## src/rtl/core/bgl_pkg.sv

```systemverilog
// package for the button gesture led counter
// register codes, mode and gesture codes, configuration and result types
// no dependencies
package bgl_pkg;

    localparam int CFG_W     = 16;
    localparam int TIMER_W   = 16;
    localparam int INDEX_W   = 3;
    localparam int LED_W     = 3;
    localparam int CODE_W    = 3;

    localparam logic [CFG_W-1:0] LONG_RELEASE_RST   = 16'd750;
    localparam logic [CFG_W-1:0] DOUBLE_GAP_RST     = 16'd150;
    localparam logic [CFG_W-1:0] LONG_START_RST     = 16'd200;
    localparam logic [CFG_W-1:0] SINGLE_CONFIRM_RST = 16'd150;
    localparam logic [CFG_W-1:0] POLL_PERIOD_RST    = 16'd80;

    localparam logic [LED_W-1:0] LED_ANIM_START = 3'd4;
    localparam logic [LED_W-1:0] LED_DEC_STEP   = 3'd7;

    typedef enum logic [INDEX_W-1:0] {
        REG_LONG_RELEASE   = 3'd0,
        REG_DOUBLE_GAP     = 3'd1,
        REG_LONG_START     = 3'd2,
        REG_SINGLE_CONFIRM = 3'd3,
        REG_POLL_PERIOD    = 3'd4
    } reg_index_t;

    typedef enum logic [CODE_W-1:0] {
        MODE_IDLE    = 3'd0,
        MODE_FIRST   = 3'd1,
        MODE_SECOND  = 3'd2,
        MODE_ANIM    = 3'd3,
        MODE_CONFIRM = 3'd4
    } mode_t;

    typedef enum logic [CODE_W-1:0] {
        GEST_NONE         = 3'd0,
        GEST_SINGLE       = 3'd1,
        GEST_DOUBLE       = 3'd2,
        GEST_LONG_RELEASE = 3'd3,
        GEST_LONG_START   = 3'd4
    } gesture_t;

    typedef struct packed {
        logic [CFG_W-1:0] long_release;
        logic [CFG_W-1:0] double_gap;
        logic [CFG_W-1:0] long_start;
        logic [CFG_W-1:0] single_confirm;
        logic [CFG_W-1:0] poll_period;
    } cfg_t;

    typedef struct packed {
        logic [LED_W-1:0] led_count;
        gesture_t         gesture;
        mode_t            mode;
    } result_t;

endpackage

```

## src/rtl/core/bgl_cfg_regs.sv

```systemverilog
// configuration register file for the button gesture led counter
// depends on bgl_pkg
module bgl_cfg_regs
(
    input  logic                           clk,
    input  logic                           rst_n,
    input  logic                           wr_en,
    input  logic [bgl_pkg::INDEX_W-1:0]    wr_index,
    input  logic [bgl_pkg::CFG_W-1:0]      wr_data,
    output bgl_pkg::cfg_t                  cfg
);

    bgl_pkg::cfg_t cfg_reg;

    always_ff @(posedge clk or negedge rst_n)
    begin
        if (!rst_n)
        begin
            cfg_reg.long_release   <= bgl_pkg::LONG_RELEASE_RST;
            cfg_reg.double_gap     <= bgl_pkg::DOUBLE_GAP_RST;
            cfg_reg.long_start     <= bgl_pkg::LONG_START_RST;
            cfg_reg.single_confirm <= bgl_pkg::SINGLE_CONFIRM_RST;
            cfg_reg.poll_period    <= bgl_pkg::POLL_PERIOD_RST;
        end
        else if (wr_en)
        begin
            unique case (wr_index)
                bgl_pkg::REG_LONG_RELEASE:   cfg_reg.long_release   <= wr_data;
                bgl_pkg::REG_DOUBLE_GAP:     cfg_reg.double_gap     <= wr_data;
                bgl_pkg::REG_LONG_START:     cfg_reg.long_start     <= wr_data;
                bgl_pkg::REG_SINGLE_CONFIRM: cfg_reg.single_confirm <= wr_data;
                bgl_pkg::REG_POLL_PERIOD:    cfg_reg.poll_period    <= wr_data;
                default:                     cfg_reg <= cfg_reg;
            endcase
        end
    end

    assign cfg = cfg_reg;

endmodule

```

## src/rtl/core/bgl_core.sv

```systemverilog
// gesture state and per-tick step logic for the button gesture led counter
// depends on bgl_pkg
module bgl_core
#(
    parameter int COUNTER_BITS = 16
)
(
    input  logic             clk,
    input  logic             rst_n,
    input  logic             step,
    input  logic             level,
    input  bgl_pkg::cfg_t    cfg,
    output bgl_pkg::result_t result
);

    localparam int CMP_W = (COUNTER_BITS > bgl_pkg::CFG_W) ? COUNTER_BITS : bgl_pkg::CFG_W;

    logic                             last_level_reg, last_level_next;
    logic                             second_press_reg, second_press_next;
    logic [COUNTER_BITS-1:0]          since_release_reg, since_release_next;
    logic [COUNTER_BITS-1:0]          since_press_reg, since_press_next;
    bgl_pkg::mode_t                   mode_reg, mode_next;
    logic [bgl_pkg::LED_W-1:0]        led_reg, led_next;
    logic [bgl_pkg::TIMER_W-1:0]      poll_timer_reg, poll_timer_next;

    logic [COUNTER_BITS-1:0]          sr_inc, sp_inc;
    logic [CMP_W-1:0]                 sr_wide, sp_wide;
    logic [bgl_pkg::TIMER_W-1:0]      timer_inc, period;
    bgl_pkg::mode_t                   mode_mid;
    logic [bgl_pkg::LED_W-1:0]        led_mid;
    bgl_pkg::gesture_t                gesture_mid, gesture_next;
    logic                             poll;

    always_comb
    begin
        sr_inc = (since_release_reg == '1) ? since_release_reg : since_release_reg + 1'b1;
        sp_inc = (since_press_reg == '1) ? since_press_reg : since_press_reg + 1'b1;

        since_release_next = sr_inc;
        since_press_next   = sp_inc;
        sr_wide            = CMP_W'(sr_inc);
        sp_wide            = CMP_W'(sp_inc);
        last_level_next    = level;
        second_press_next  = second_press_reg;
        mode_mid           = mode_reg;
        led_mid            = led_reg;
        gesture_mid        = bgl_pkg::GEST_NONE;

        // edge handling
        if (level != last_level_reg)
        begin
            if (level)
            begin
                if (sp_wide > CMP_W'(cfg.long_release))
                begin
                    mode_mid    = bgl_pkg::MODE_IDLE;
                    led_mid     = '0;
                    gesture_mid = bgl_pkg::GEST_LONG_RELEASE;
                end
                else if (second_press_reg)
                begin
                    mode_mid    = bgl_pkg::MODE_IDLE;
                    led_mid     = led_reg + bgl_pkg::LED_DEC_STEP;
                    gesture_mid = bgl_pkg::GEST_DOUBLE;
                end
                else
                begin
                    mode_mid = bgl_pkg::MODE_CONFIRM;
                end
                second_press_next  = 1'b0;
                since_release_next = '0;
            end
            else
            begin
                if (sr_wide < CMP_W'(cfg.double_gap))
                begin
                    second_press_next = 1'b1;
                    mode_mid          = bgl_pkg::MODE_SECOND;
                end
                else
                begin
                    mode_mid = bgl_pkg::MODE_FIRST;
                end
                since_press_next = '0;
            end
        end

        // poll, zero period runs every tick
        period          = (cfg.poll_period == '0) ? bgl_pkg::TIMER_W'(1) : cfg.poll_period;
        timer_inc       = poll_timer_reg + 1'b1;
        poll            = (timer_inc >= period);
        poll_timer_next = poll ? '0 : timer_inc;

        mode_next    = mode_mid;
        led_next     = led_mid;
        gesture_next = gesture_mid;

        if (poll)
        begin
            case (mode_mid) inside
                bgl_pkg::MODE_FIRST, bgl_pkg::MODE_SECOND:
                begin
                    if (CMP_W'(since_press_next) > CMP_W'(cfg.long_start))
                    begin
                        mode_next    = bgl_pkg::MODE_ANIM;
                        led_next     = bgl_pkg::LED_ANIM_START;
                        gesture_next = bgl_pkg::GEST_LONG_START;
                    end
                end
                bgl_pkg::MODE_ANIM:
                begin
                    led_next = (led_mid >> 1) == '0 ? bgl_pkg::LED_ANIM_START : (led_mid >> 1);
                end
                bgl_pkg::MODE_CONFIRM:
                begin
                    if (CMP_W'(since_release_next) > CMP_W'(cfg.single_confirm))
                    begin
                        mode_next    = bgl_pkg::MODE_IDLE;
                        led_next     = led_mid + 1'b1;
                        gesture_next = bgl_pkg::GEST_SINGLE;
                    end
                end
                default:
                begin
                    mode_next = mode_mid;
                end
            endcase
        end

        result.led_count = led_next;
        result.gesture   = gesture_next;
        result.mode      = mode_next;
    end

    always_ff @(posedge clk or negedge rst_n)
    begin
        if (!rst_n)
        begin
            last_level_reg    <= 1'b1;
            second_press_reg  <= 1'b0;
            since_release_reg <= '1;
            since_press_reg   <= '1;
            mode_reg          <= bgl_pkg::MODE_IDLE;
            led_reg           <= '0;
            poll_timer_reg    <= '0;
        end
        else if (step)
        begin
            last_level_reg    <= last_level_next;
            second_press_reg  <= second_press_next;
            since_release_reg <= since_release_next;
            since_press_reg   <= since_press_next;
            mode_reg          <= mode_next;
            led_reg           <= led_next;
            poll_timer_reg    <= poll_timer_next;
        end
    end

endmodule

```

## src/rtl/core/button_gesture_led_counter.sv

```systemverilog
// top level of the button gesture led counter
// depends on bgl_pkg, bgl_cfg_regs and bgl_core
//
// usage
//   one input item per millisecond tick carries button_level (1 released,
//   0 pressed) on the in_valid/in_ready channel; each item gives exactly one
//   result item (led_count, gesture, mode) on the out_valid/out_ready channel
//   configuration: cfg_valid/cfg_ready with cfg_index and cfg_data, register
//   indices 0 to 4, other indices ignored; cfg_ready is always high; the
//   user makes writes while no item is in flight, not enforced by the block
//   path: an accepted item passes the input register, then the result
//   register behind the step logic, and is then offered on the outputs
//   throughput: one item per cycle while out_ready is high, set by the step
//   logic, which updates the gesture state between the two registers
//   reset: state registers return to their defaults, button taken as released,
//   elapsed counters saturated, led count and poll timer zero, no items held
//   stall: while out_ready is low the result is held and the input register
//   keeps one more item; in_ready drops only when both are full
module button_gesture_led_counter
#(
    parameter int COUNTER_BITS = 16
)
(
    input  logic                           clk,
    input  logic                           rst_n,
    input  logic                           in_valid,
    output logic                           in_ready,
    input  logic                           button_level,
    output logic                           out_valid,
    input  logic                           out_ready,
    output logic [bgl_pkg::LED_W-1:0]      led_count,
    output logic [bgl_pkg::CODE_W-1:0]     gesture,
    output logic [bgl_pkg::CODE_W-1:0]     mode,
    input  logic                           cfg_valid,
    output logic                           cfg_ready,
    input  logic [bgl_pkg::INDEX_W-1:0]    cfg_index,
    input  logic [bgl_pkg::CFG_W-1:0]      cfg_data
);

    logic             in_valid_reg;
    logic             level_reg;
    logic             out_valid_reg;
    bgl_pkg::result_t result_reg;
    bgl_pkg::result_t step_result;
    bgl_pkg::cfg_t    cfg;
    logic             out_free;
    logic             advance;

    assign cfg_ready = 1'b1;
    assign out_free  = !out_valid_reg || out_ready;
    assign advance   = in_valid_reg && out_free;
    assign in_ready  = !in_valid_reg || out_free;

    bgl_cfg_regs u_cfg
    (
        .clk      (clk),
        .rst_n    (rst_n),
        .wr_en    (cfg_valid && cfg_ready),
        .wr_index (cfg_index),
        .wr_data  (cfg_data),
        .cfg      (cfg)
    );

    bgl_core #(.COUNTER_BITS(COUNTER_BITS)) u_core
    (
        .clk    (clk),
        .rst_n  (rst_n),
        .step   (advance),
        .level  (level_reg),
        .cfg    (cfg),
        .result (step_result)
    );

    always_ff @(posedge clk or negedge rst_n)
    begin
        if (!rst_n)
        begin
            in_valid_reg  <= 1'b0;
            out_valid_reg <= 1'b0;
        end
        else
        begin
            if (in_ready)
            begin
                in_valid_reg <= in_valid;
            end
            if (out_free)
            begin
                out_valid_reg <= in_valid_reg;
            end
        end
    end

    always_ff @(posedge clk)
    begin
        if (in_valid && in_ready)
        begin
            level_reg <= button_level;
        end
        if (advance)
        begin
            result_reg <= step_result;
        end
    end

    assign out_valid = out_valid_reg;
    assign led_count = result_reg.led_count;
    assign gesture   = result_reg.gesture;
    assign mode      = result_reg.mode;

`ifndef NO_ASSERTIONS
    a_long_start_anim: assert property (@(posedge clk) disable iff (!rst_n)
        (out_valid && result_reg.gesture == bgl_pkg::GEST_LONG_START)
        |-> (result_reg.mode == bgl_pkg::MODE_ANIM
             && result_reg.led_count == bgl_pkg::LED_ANIM_START))
        else $error("long start result without animation start");

    a_gesture_idle: assert property (@(posedge clk) disable iff (!rst_n)
        (out_valid && (result_reg.gesture == bgl_pkg::GEST_SINGLE
                       || result_reg.gesture == bgl_pkg::GEST_DOUBLE
                       || result_reg.gesture == bgl_pkg::GEST_LONG_RELEASE))
        |-> (result_reg.mode == bgl_pkg::MODE_IDLE))
        else $error("completed gesture did not return to idle");

    a_anim_onehot: assert property (@(posedge clk) disable iff (!rst_n)
        (out_valid && result_reg.mode == bgl_pkg::MODE_ANIM)
        |-> $onehot(result_reg.led_count))
        else $error("animation pattern is not one-hot");

    a_item_moves: assert property (@(posedge clk) disable iff (!rst_n)
        (in_valid_reg && out_free) |=> out_valid_reg)
        else $error("item in input register did not reach result register");
`endif

endmodule
```

## config.mk

```make
export PLATFORM = sky130hd
export DESIGN_NAME = button_gesture_led_counter
export DESIGN_NICKNAME = d
export VERILOG_FILES = /design/src/rtl/core/bgl_pkg.sv /design/src/rtl/core/bgl_cfg_regs.sv /design/src/rtl/core/bgl_core.sv /design/src/rtl/core/button_gesture_led_counter.sv
export SDC_FILE = /design/constraint.sdc
export NUM_CORES = 1
export LEC_CHECK = 0
export ABC_AREA = 1
export BUFFER_PORTS_ARGS = -buffer_cell sky130_fd_sc_hd__buf_4
export CAP_MARGIN = 10
export CORE_MARGIN = 2
export CORE_UTILIZATION = 30
export DETAILED_ROUTE_END_ITERATION = 12
export PLACE_DENSITY = 0.55
export SLEW_MARGIN = 15
export SYNTH_ARGS = -nofsm -noshare
export SYNTH_HDL_FRONTEND = slang
export SYNTH_SLANG_ARGS = --single-unit
```

## constraint.sdc

```tcl
create_clock -name clk -period 8.85 [get_ports clk]
set_input_delay 0.4425 -clock clk [delete_from_list [all_inputs] [get_ports clk]]
set_output_delay 0.4425 -clock clk [all_outputs]
set_load 0.005 [all_outputs]
```

==> results of run 1 <==
cell type report:
type,instances,area (um2)
Fill cell,3104,19330
Multi-Input combinational cell,761,4312
Sequential cell,148,3820
Inverter,222,833.3
Tap cell,390,488.0
Clock buffer,18,450.4
Timing Repair Buffer,41,311.5
Clock inverter,14,172.7
power by group through the flow:
stage / sequential (mW) / combinational [mW] / clock, mW
2_1_floorplan: 1.01 / 0.851 / 0
3_3_place_gp: 1.04 / 1.14 / 0
3_5_place_dp: 1.04 / 1.15 / 0
4_1_cts: 1.03 / 1.16 / 0.787
5_1_grt: 1.06 / 1.35 / 0.817
6_report: 1.03 / 1.15 / 0.770
worst reg2reg max path, delay by kind of cell (launching register included):
| family | cells | cell delay (ns) |
|---|---|---|
| AOI/OAI and AO/OA | 6 | 1.00 |
| xor gates and xnor gates | 1 | 0.19 |
| adders and majority gates | 3 | 0.66 |
| buffers and inverters | 6 | 0.47 |
| DFF | 1 | 0.55 |
| and+or+nand+nor | 15 | 1.75 |
layout by cell type, fill, tap and decap left out, types with 3 or more instances in the layout:
| cell type | n |
|---|---|
| a21oi_1 | 48 |
| a31oi_1 | 3 |
| buf_4 | 40 |
| bufinv_16 | 3 |
| clkbuf_16 | 18 |
| dfrtp_1 | 85 |
| dfstp_2 | 53 |
| edfxtp_1 | 10 |
| ha_1 | 84 |
| inv_1 | 218 |
| inv_2 | 4 |
| inv_6 | 5 |
| nand2_1 | 241 |
| nand2_2 | 5 |
| nand3_1 | 47 |
| nand3_2 | 4 |
| nand4_1 | 10 |
| nor2_1 | 80 |
| nor2_2 | 3 |
| nor3_1 | 22 |
| nor4_1 | 10 |
| o21a_1 | 4 |
| o21ai_0 | 134 |
| o21ai_1 | 6 |
| o221ai_1 | 4 |
| o22ai_1 | 7 |
| xor2_1 | 29 |
cell usage after synthesis, types with 4 or more instances:
cell type    n  area (um2)
nand4_1     10       62.56
inv_1      218       818.3
nand3_1     47       235.2
nor4_1      10       62.56
o221ai_1     4       35.03
o21ai_0    134       670.6
o21ai_1      6       30.03
ha_1        84        1051
nor2_1      80       300.3
o22ai_1      7       43.79
nand2_2      5       31.28
inv_2        4       15.01
edfxtp_1    10       300.3
dfrtp_1     85        2127
o21a_1       4       30.03
xor2_1      29       254.0
dfstp_2     53        1393
a21oi_1     48       240.2
clkbuf_1    24       90.09
nand2_1    241       904.6
nand3_2      4       40.04
nor3_1      22       110.1
cell families after synthesis:
| kind of cell | count (synthesis) |
|---|---|
| buffers and inverters | 251 |
| flip-flops | 148 |
| AO/OA/AOI/OAI | 218 |
| other | 1 |
| adder cells (fa/ha/maj) | 84 |
| XOR/XNOR | 29 |
| AND/OR/NAND/NOR | 429 |
worst max path at each step:
| stage | slack, ns | to | cells past startpoint |
|---|---|---|---|
| floorplan | 4.62 | led_count[2] | 31 |
| global placement | 4.16 | led_count[2] | 31 |
| detailed placement | 4.06 | led_count[2] | 31 |
| CTS | 4.02 | led_count[2] | 31 |
| global route | 3.43 | u_core.led_reg[2] | 32 |
| finish | 4.00 | led_count[2] | 31 |
per-stage QoR:
| stage | hold WS (ns) | util (%) |
|---|---|---|
| global placement | 0.4584 | 32.86 |
| finish | -0.01824 | 34.95 |
| global route | 0.02482 | 34.95 |
| detailed placement | 0.4662 | 32.86 |
| CTS | 0.003638 | 34.95 |
| floorplan | 0.1469 | - |
routing by layer:
metal  GRT usage [%]  routed length, um  up-vias
met5               0                  0        -
met1           21.14              11370     3408
li1                -                  -     3789
met2           24.94              10400       96
met4           3.757                298        0
met3           2.614                558       20
==> flow_summary_export.csv, run 1 <==
group,metric,value,unit
outcome,status,"complete, but fails checks",
outcome,violations,"hold timing",
clocking,htreeDepth,4,
power,p_switching,1.146,mW
place,pre_cts_ws,4.059,ns
routing,drt_iter0_markers,462,
worst_setup_path,slowest_delay,0.55,ns
floorplan,pin_count,37,
routing,vias,7313,
routing,wl_per_cell,14.20,um
cells_and_area,fin_cells,1594,
global_route,antenna_found_initial,0,
place,dp_cells,1562,
synthesis,synthDistinctLibCells,43,
place,place_area,9764,um2
power,pwr_density_cell,283.9,nW/um2
worst_setup_path,cp-start-kind,"flop",
power,p_total,2.949,mW
floorplan,num_rows,63,
place,numPortBuffers,35,
synthesis,synth_xor_area_share,2.798,%
worst_setup_path,critPathRequiredTime,9.03,ns
routing,avgViaCountPerCell,4.588,
synthesis,synthMuxAreaShare,0,%
power,p_sw_share,38.86,%
sta,setup_slack,3.997,ns
worst_setup_path,r2r_start,"u_core.since_press_reg[0]",
floorplan,die_h,178.0,um
routing,firstDrtPassIters,5,
clocking,clk-insertion-delay-late,0.43,ns
global_route,grt-ovfl-total,0,
synthesis,synth_compound_area_share,12.87,%
clocking,clkSinkCount,148,
floorplan,dieArea,31670,um2
sta,max_clock_freq,206.0,MHz
sta,tightest_slew,1.109,ns
sta,slew_headroom,25.85,%
worst_setup_path,crit_family,"simple AND/OR/NAND/NOR gates",
global_route,grt_usage,15.33,%
sta,period_share,54.84,%
clocking,hold_buffers,0,
global_route,grt_pass1_wl,37530,um
sta,fin_crit,4.853,ns
synthesis,synth_edf_count,10,
synthesis,syn_area,9079,um2
sta,rsz0062_at_grt,"no",
place,hpwlAfterDp,16890,um
synthesis,synthCells,1160,
power,clock_power_share,26.1,%
clocking,postCtsSetupBuffers,0,
place,place_congestion,0.8289,
power,pwr-share-comb,38.9,%
power,pwr-share-seq,35.0,%
worst_setup_path,crit_buf_inv,6,
routing,drcViolationCount,0,
job,cap_violations,0,
clocking,post_cts_resized,0,
worst_setup_path,cp_max_fo,7,
synthesis,synthSimpleGateAreaFrac,20.20,%
cells_and_area,final_layout_size_suffix_gt1_share,12.38,%
worst_setup_path,worstPathArrival,5.03,ns
cells_and_area,syn_to_final_growth,14.42,%
power,vdd_drop_max,0.1675,mV
cells_and_area,largest_register_ffs,80,
worst_setup_path,end_kind,"flop",
clocking,cts_buffers,17,
synthesis,synthArstFlopShare,93.24,%
synthesis,synth.avg_cell_area,7.826,um2
floorplan,die_w,178.0,um
floorplan,start_util,30.55,%
sta,fin_skew,0.01023,ns
cells_and_area,final_nets,1300,
sta,tns,0,ns
synthesis,synth-adder-area-share,11.58,%
worst_setup_path,path_class,"reg -> reg",
worst_setup_path,r2r_slack,4.00,ns
clocking,cts_tree,"built",
worst_setup_path,r2r_end,"led_count[2]",
global_route,grt_pass1_vias,7120,
synthesis,ys_ff_latch,148,
clocking,clockBufferDepth,2,
min_path,hp-class,"in -> async",
sta,finalSetupViolations,0,
worst_setup_path,r2r_cells,31,
routing,ant_nets,0,
power,power.leakage,5.102,nW
worst_setup_path,critPathSlowestCell,"dfstp_2",
routing,totalWireLength,22630,um
sta,hold_viol,11,
worst_setup_path,crit_start,"u_core.since_press_reg[0]",
clocking,path_clk_slew,0.07,ns
cells_and_area,fin_area,10390,um2
cells_and_area,num_antenna_cells,0,
synthesis,synth_warnings,0,
synthesis,synth_ff_type,"dfrtp_1",
floorplan,core,29720,um2
power,p_int,1.803,mW
sta,whs,-0.01824,ns
synthesis,synth_top_family_by_area,"simple AND/OR/NAND/NOR gates",
synthesis,synth.net_count,1269,
synthesis,seq_area_frac_synth,42.08,%
global_route,grt_max_degree,91,
clocking,clock_tree.root_cell,"clkbuf_16",
sta,slew_viol_final,0,
No activity file was read; power rests on OpenSTA's default activity.
==> run 2, diff against run 1 <==
- ABC_AREA: 1 -> 0
- PLACE_DENSITY: 0.55 -> 0.56
- clock period: 8.85 -> 4.2 ns (I/O delays scaled with it)
==> flow_summary_export.csv, run 2 <==
group,metric,value,unit
floorplan,num_rows,64,
cells_and_area,largest_register_ffs,80,
worst_setup_path,end_kind,"flop",
worst_setup_path,r2r_slack,-0.15,ns
cells_and_area,final-seq-area,3820,um2
floorplan,die_h,179.5,um
floorplan,dieArea,32220,um2
sta,max_clock_freq,229.9,MHz
worst_setup_path,r2r_start,"u_core.since_press_reg[0]",
place,numPortBuffers,35,
global_route,grt_max_degree,79,
outcome,status,"complete, but fails checks",
cells_and_area,final_layout_size_suffix_gt1_share,26.69,%
sta,period_share,103.6,%
synthesis,synth.avg_cell_area,8.944,um2
floorplan,core,30430,um2
global_route,grt_pass1_vias,7629,
worst_setup_path,path_class,"reg -> reg",
clocking,clock_tree.root_cell,"clkbuf_16",
cells_and_area,layout_common_cells,"nand2_1, buf_4, o21ai_0",
synthesis,synthDistinctLibCells,73,
global_route,grt_usage,15.73,%
cells_and_area,num_antenna_cells,0,
floorplan,start_util,30.36,%
clocking,clk-insertion-delay-late,0.43,ns
sta,tightest_slew,1.083,ns
power,power.leakage,5.402,nW
routing,wl_per_cell,16.16,um
cells_and_area,final_nets,1265,
sta,slew_viol_final,0,
sta,slew_headroom,27.69,%
job,cap_violations,0,
global_route,antenna_found_initial,0,
worst_setup_path,critPathRequiredTime,4.37,ns
sta,whs,0.04143,ns
worst_setup_path,cp-start-kind,"flop",
synthesis,synthArstFlopShare,93.24,%
routing,drt_iter0_markers,455,
worst_setup_path,worstPathArrival,4.52,ns
synthesis,synth_top_cells_by_count,"nand2_1, o21ai_0, inv_1, dfrtp_1, ha_1",
min_path,worstHoldStart,"cfg_data[2]",
synthesis,synth_ff_type,"dfrtp_1",
synthesis,synth_edf_count,10,
min_path,hp-class,"in -> reg",
routing,firstDrtPassIters,5,
synthesis,synthTopCellsByArea,"dfrtp_1, dfstp_2, ha_1",
synthesis,syn_area,9239,um2
cells_and_area,syn_to_final_growth,24.92,%
synthesis,synthCells,1033,
routing,totalWireLength,25280,um
global_route,grt-ovfl-total,0,
clocking,clkSinkCount,148,
power,vdd_drop_max,0.2424,mV
cells_and_area,fill_cells,3067,
floorplan,die_w,179.5,um
clocking,cts_tree,"built",
sta,setup_slack,-0.1502,ns
sta,hold_viol,0,
worst_setup_path,cp_max_fo,3,
synthesis,synth_top_area_share,23.02,%
min_path,min_to,"u_cfg.cfg[66]",
sta,fin_crit,4.350,ns
synthesis,ys_ff_latch,148,
clocking,path_clk_slew,0.06,ns
sta,fin_skew,0.01161,ns
min_path,min_path_cells,3,
routing,vias,7710,
power,pwr_density_cell,442.1,nW/um2
synthesis,seq_area_frac_synth,41.35,%
cells_and_area,layout_commonest_cell,"nand2_1",
synthesis,synth_warnings,0,
place,hpwlAfterDp,18110,um
synthesis,synth.net_count,1142,
worst_setup_path,r2r_cells,19,
place,place_congestion,0.8240,
routing,ant_nets,0,
sta,rsz0062_at_grt,"yes",
sta,finalSetupViolations,9,
synthesis,yosys.area.top_type,"dfrtp_1",
routing,avgViaCountPerCell,4.927,
clocking,clockBufferDepth,2,
global_route,grt_pass1_wl,40770,um
outcome,violations,"setup timing",
synthesis,synth_most_common_cell,"nand2_1",
clocking,htreeDepth,4,
floorplan,pin_count,37,
clocking,cts_buffers,17,
worst_setup_path,r2r_end,"led_count[2]",
routing,drcViolationCount,0,
sta,tns,-0.5562,ns
cells_and_area,multi_input_area,5142,um2
-- run 2: changes by cell type after synthesis, moves of 14 or more --
cell and delta:
inv_1 -109, nand2_1 -83, mux2_2 +25, xnor2_1 +24, nor2_1 -21, nand3_1 -20
o21ai_0 -20, a21oi_1 -18, and2_1 +18, xor2_1 -15, o31ai_1 +14
-- run 2: layer usage --
metal	vias to the layer above	wire length, um	global-route usage (%)
met5	-	0	0
met4	0	548	4.911
met3	30	902	2.776
met2	146	11830	25.53
met1	3728	12000	21.32
li1	3806	-	-
-- run 2: kinds of logic after synthesis --
kind of cell    Yosys count  synth area share (%)
fa+ha+maj                84                 11.38
other cells               1               0.04059
mux                      27                 3.264
xor+xnor                 38                 3.602
flops                   148                 41.35
simple gates            355                 18.22
compound gates          234                 15.94
buf+inv                 146                 6.216
-- run 2: critical path, stage by stage (launching register included) --
cell	delay [ns]
dfstp_2	0.56
ha_4	0.14
nand4_1	0.17
nor4b_4	0.35
nand3_2	0.11
nand4_1	0.12
nor3_2	0.07
xor2_1	0.26
ha_1	0.32
a2111oi_2	0.30
o21ai_1	0.14
a221o_1	0.36
or3_4	0.38
a22o_1	0.23
o21ai_2	0.08
ha_4	0.15
inv_2	0.03
o21ai_2	0.11
a21o_1	0.15
nand3_1	0.07
-- run 2: final cells by class --
class / instances / share of cell area [%]
tap: 396 / 4.293
clock inverter: 7 / 0.5746
clock buffer: 25 / 4.662
timing repair buffer: 141 / 9.269
sequential: 148 / 33.10
inverter: 109 / 3.545
multi-input combinational: 739 / 44.56
-- run 2: stage by stage --
step / power, mW / util, % / setup slack, ns / area [um2] / instances
global placement: 3.406 / 34.16 / -0.001938 / 10390 / 1495
CTS: 5.041 / 36.89 / -0.05094 / 11220 / 1555
floorplan: 2.889 / - / -0.1075 / 9275 / 1033
finish: 5.103 / 37.93 / -0.1502 / 11540 / 1565
detailed placement: 3.437 / 34.16 / -0.03810 / 10390 / 1495
global route: 5.440 / 37.93 / -0.3120 / 11540 / 1565
-- run 2: what timing repair did --
| item | 4_1_cts | 5_1_grt |
|---|---|---|
| pin swaps | 3 | 30 |
| cloned | 0 | 0 |
| endpoints found under the setup margin | 6 | 20 |
| hold endpoints to repair | 61 | 0 |
| setup buffers | 25 | 10 |
| gates resized for setup | 3 | 48 |
| hold buffers | 3 | 0 |
-- run 2: how the worst max path moves through the flow --
stage | cells after the start | endpoint | slack [ns] | start
final | 19 | led_count[2] | -0.15 | u_core.since_press_reg[0]
after global routing | 19 | led_count[2] | -0.31 | u_core.since_press_reg[0]
after CTS | 19 | led_count[2] | -0.05 | u_core.since_press_reg[0]
after detailed placement | 19 | led_count[0] | -0.04 | u_core.since_press_reg[0]
after global placement | 22 | led_count[2] | -0.002 | u_core.since_press_reg[0]
after floorplan | 19 | led_count[2] | -0.11 | u_core.since_press_reg[0]
-- run 2: power by group --
group | leakage [nW] | switching [mW] | internal, mW
Combinational | 3.41 | 0.901 | 0.723
Sequential | 1.69 | 0.163 | 1.76
Clock | 0.300 | 0.609 | 0.949
Total | 5.40 | 1.67 | 3.43
==> run 3, diff against run 2 <==
- PLACE_DENSITY: 0.56 -> 0.55
- TNS_END_PERCENT: not set -> 5
- clock period: 4.2 -> 5.08 ns (I/O delays scaled with it)
==> flow_summary_export.csv, run 3 (synthesized netlist as in run 2, its figures left out) <==
group,metric,value,unit
min_path,min_to,"in_valid_reg",
sta,fin_crit,4.784,ns
place,place_congestion,0.8636,
worst_setup_path,end_kind,"flop",
power,p_total,3.993,mW
sta,finalSetupViolations,0,
power,clock_power_share,31.8,%
routing,drcViolationCount,0,
power,power.leakage,4.894,nW
power,pwr-share-comb,28.0,%
clocking,path_clk_slew,0.07,ns
routing,vias,7276,
place,numPortBuffers,35,
worst_setup_path,worstPathArrival,4.96,ns
floorplan,die_w,179.5,um
cells_and_area,final_util,34.84,%
worst_setup_path,cp_max_fo,7,
power,pwr_density_cell,376.6,nW/um2
worst_setup_path,r2r_slack,0.30,ns
clocking,clkSinkCount,148,
outcome,status,"finished, final reports clean",
place,hpwlAfterDp,17590,um
worst_setup_path,critPathRequiredTime,5.25,ns
clocking,clk-insertion-delay-late,0.43,ns
min_path,min_path_cells,2,
cells_and_area,final_layout_size_suffix_gt1_share,17.19,%
routing,avgViaCountPerCell,4.923,
power,p_int,2.672,mW
cells_and_area,largest_register_ffs,80,
routing,firstDrtPassIters,5,
global_route,antenna_found_initial,0,
floorplan,die_h,179.5,um
sta,max_clock_freq,209.0,MHz
global_route,grt_usage,15.17,%
min_path,hp-class,"in -> reg",
worst_setup_path,r2r_end,"led_count[0]",
floorplan,pin_count,37,
floorplan,start_util,30.36,%
global_route,grt_pass1_vias,7154,
routing,ant_nets,0,
cells_and_area,final_nets,1178,
clocking,cts_buffers,17,
worst_setup_path,cp-start-kind,"flop",
sta,slew_headroom,35.04,%
global_route,grt-ovfl-total,0,
sta,tns,0,ns
cells_and_area,syn_to_final_growth,14.76,%
worst_setup_path,path_class,"reg -> reg",
clocking,htreeDepth,4,
min_path,worstHoldStart,"in_valid",
floorplan,dieArea,32220,um2
cells_and_area,num_antenna_cells,0,
routing,drt_iter0_markers,439,
global_route,grt_pass1_wl,39100,um
worst_setup_path,r2r_cells,17,
cells_and_area,layout_commonest_cell,"nand2_1",
worst_setup_path,r2r_start,"u_core.since_press_reg[0]",
sta,period_share,94.17,%
cells_and_area,fin_cells,1478,
power,vdd_drop_max,0.1891,mV
routing,wl_per_cell,16.12,um
clocking,clock_tree.root_cell,"clkbuf_16",
sta,slew_viol_final,0,
power,pwr-share-seq,40.2,%
clocking,clockBufferDepth,2,
routing,totalWireLength,23820,um
job,cap_violations,0,
floorplan,num_rows,64,
floorplan,core,30430,um2
power,p_switching,1.321,mW
place,dp_cells,1439,
sta,rsz0062_at_grt,"no",
sta,tightest_slew,0.9744,ns
sta,fin_skew,0.01180,ns
power,p_sw_share,33.08,%
sta,hold_viol,0,
cells_and_area,layout_common_cells,"nand2_1, o21ai_0, inv_1",
clocking,cts_tree,"built",
global_route,grt_max_degree,95,
-- run 3: cell types whose count changed in the layout (fill, tap and decap cells not counted), sizes merged --
cell and delta:
buf -86, clkbuf -5, clkinv +2, bufinv +1
clkinvlp +1, dlygate4sd3 -1, inv +1
-- run 3: layout make-up --
| type | instances | area [um2] |
|---|---|---|
| Sequential cell | 148 | 3820 |
| Multi-Input combinational cell | 739 | 4881 |
| Clock buffer | 20 | 456.7 |
| Inverter | 109 | 409.1 |
| Clock inverter | 12 | 126.4 |
| Fill cell | 3132 | 19830 |
| Tap cell | 396 | 495.5 |
| Timing Repair Buffer | 54 | 414.1 |
-- run 3: how the worst max path moves through the flow --
stage | startpoint | endpoint | slack [ns]
2_1_floorplan | u_core.since_press_reg[0] | led_count[2] | 0.59
3_3_place_gp | u_core.since_press_reg[0] | led_count[0] | 0.36
3_5_place_dp | u_core.since_press_reg[0] | led_count[0] | 0.30
4_1_cts | u_core.since_press_reg[0] | led_count[0] | 0.26
5_1_grt | u_core.since_press_reg[0] | led_count[2] | 0.0004
6_report | u_core.since_press_reg[0] | led_count[0] | 0.30
-- run 3: what timing repair did --
item,CTS,global route
endpoints found under the hold margin,28,0
endpoints found under the setup margin,0,5
gates resized for setup,0,5
hold buffers,2,0
buffers inserted,0,5
-- run 3: metal layers --
layer | up-vias | global-route usage, % | routed length [um]
li1 | 3632 | - | -
met1 | 3505 | 20.68 | 11650
met2 | 111 | 24.32 | 10990
met3 | 28 | 2.715 | 619
met4 | 0 | 5.041 | 560
met5 | - | 0 | 0
-- run 3: power groups by stage --
stage / sequential, mW / combinational, mW / clock [mW]
after floorplan: 1.57 / 0.808 / 0
after global placement: 1.62 / 1.09 / 0
after detailed placement: 1.62 / 1.11 / 0
after CTS: 1.61 / 1.12 / 1.30
after global routing: 1.64 / 1.28 / 1.35
final: 1.60 / 1.12 / 1.27
-- run 3: stage by stage --
step	worst slack, ns	hold slack (ns)	instance area, um2
2_1_floorplan	0.5950	-0.04159	9239
6_report	0.2961	0.01761	10600
5_1_grt	0.0003944	0.004109	10600
3_3_place_gp	0.3565	0.4337	9938
4_1_cts	0.2602	0.001821	10540
3_5_place_dp	0.3003	0.4415	9938
-- run 3: critical path, stage by stage, from the launching register on --
cell and delay, ns:
dfstp_2 0.59, ha_2 0.23, nand4_1 0.19, nor4b_4 0.40
nand3_1 0.15, nand4_1 0.18, nor3_1 0.11, xor2_1 0.17
ha_1 0.33, a2111oi_2 0.36, o21ai_1 0.12, a221o_1 0.34
nor4_1 0.48, buf_4 0.22, o21ai_2 0.11, a41oi_2 0.25
inv_1 0.07, a22o_1 0.24
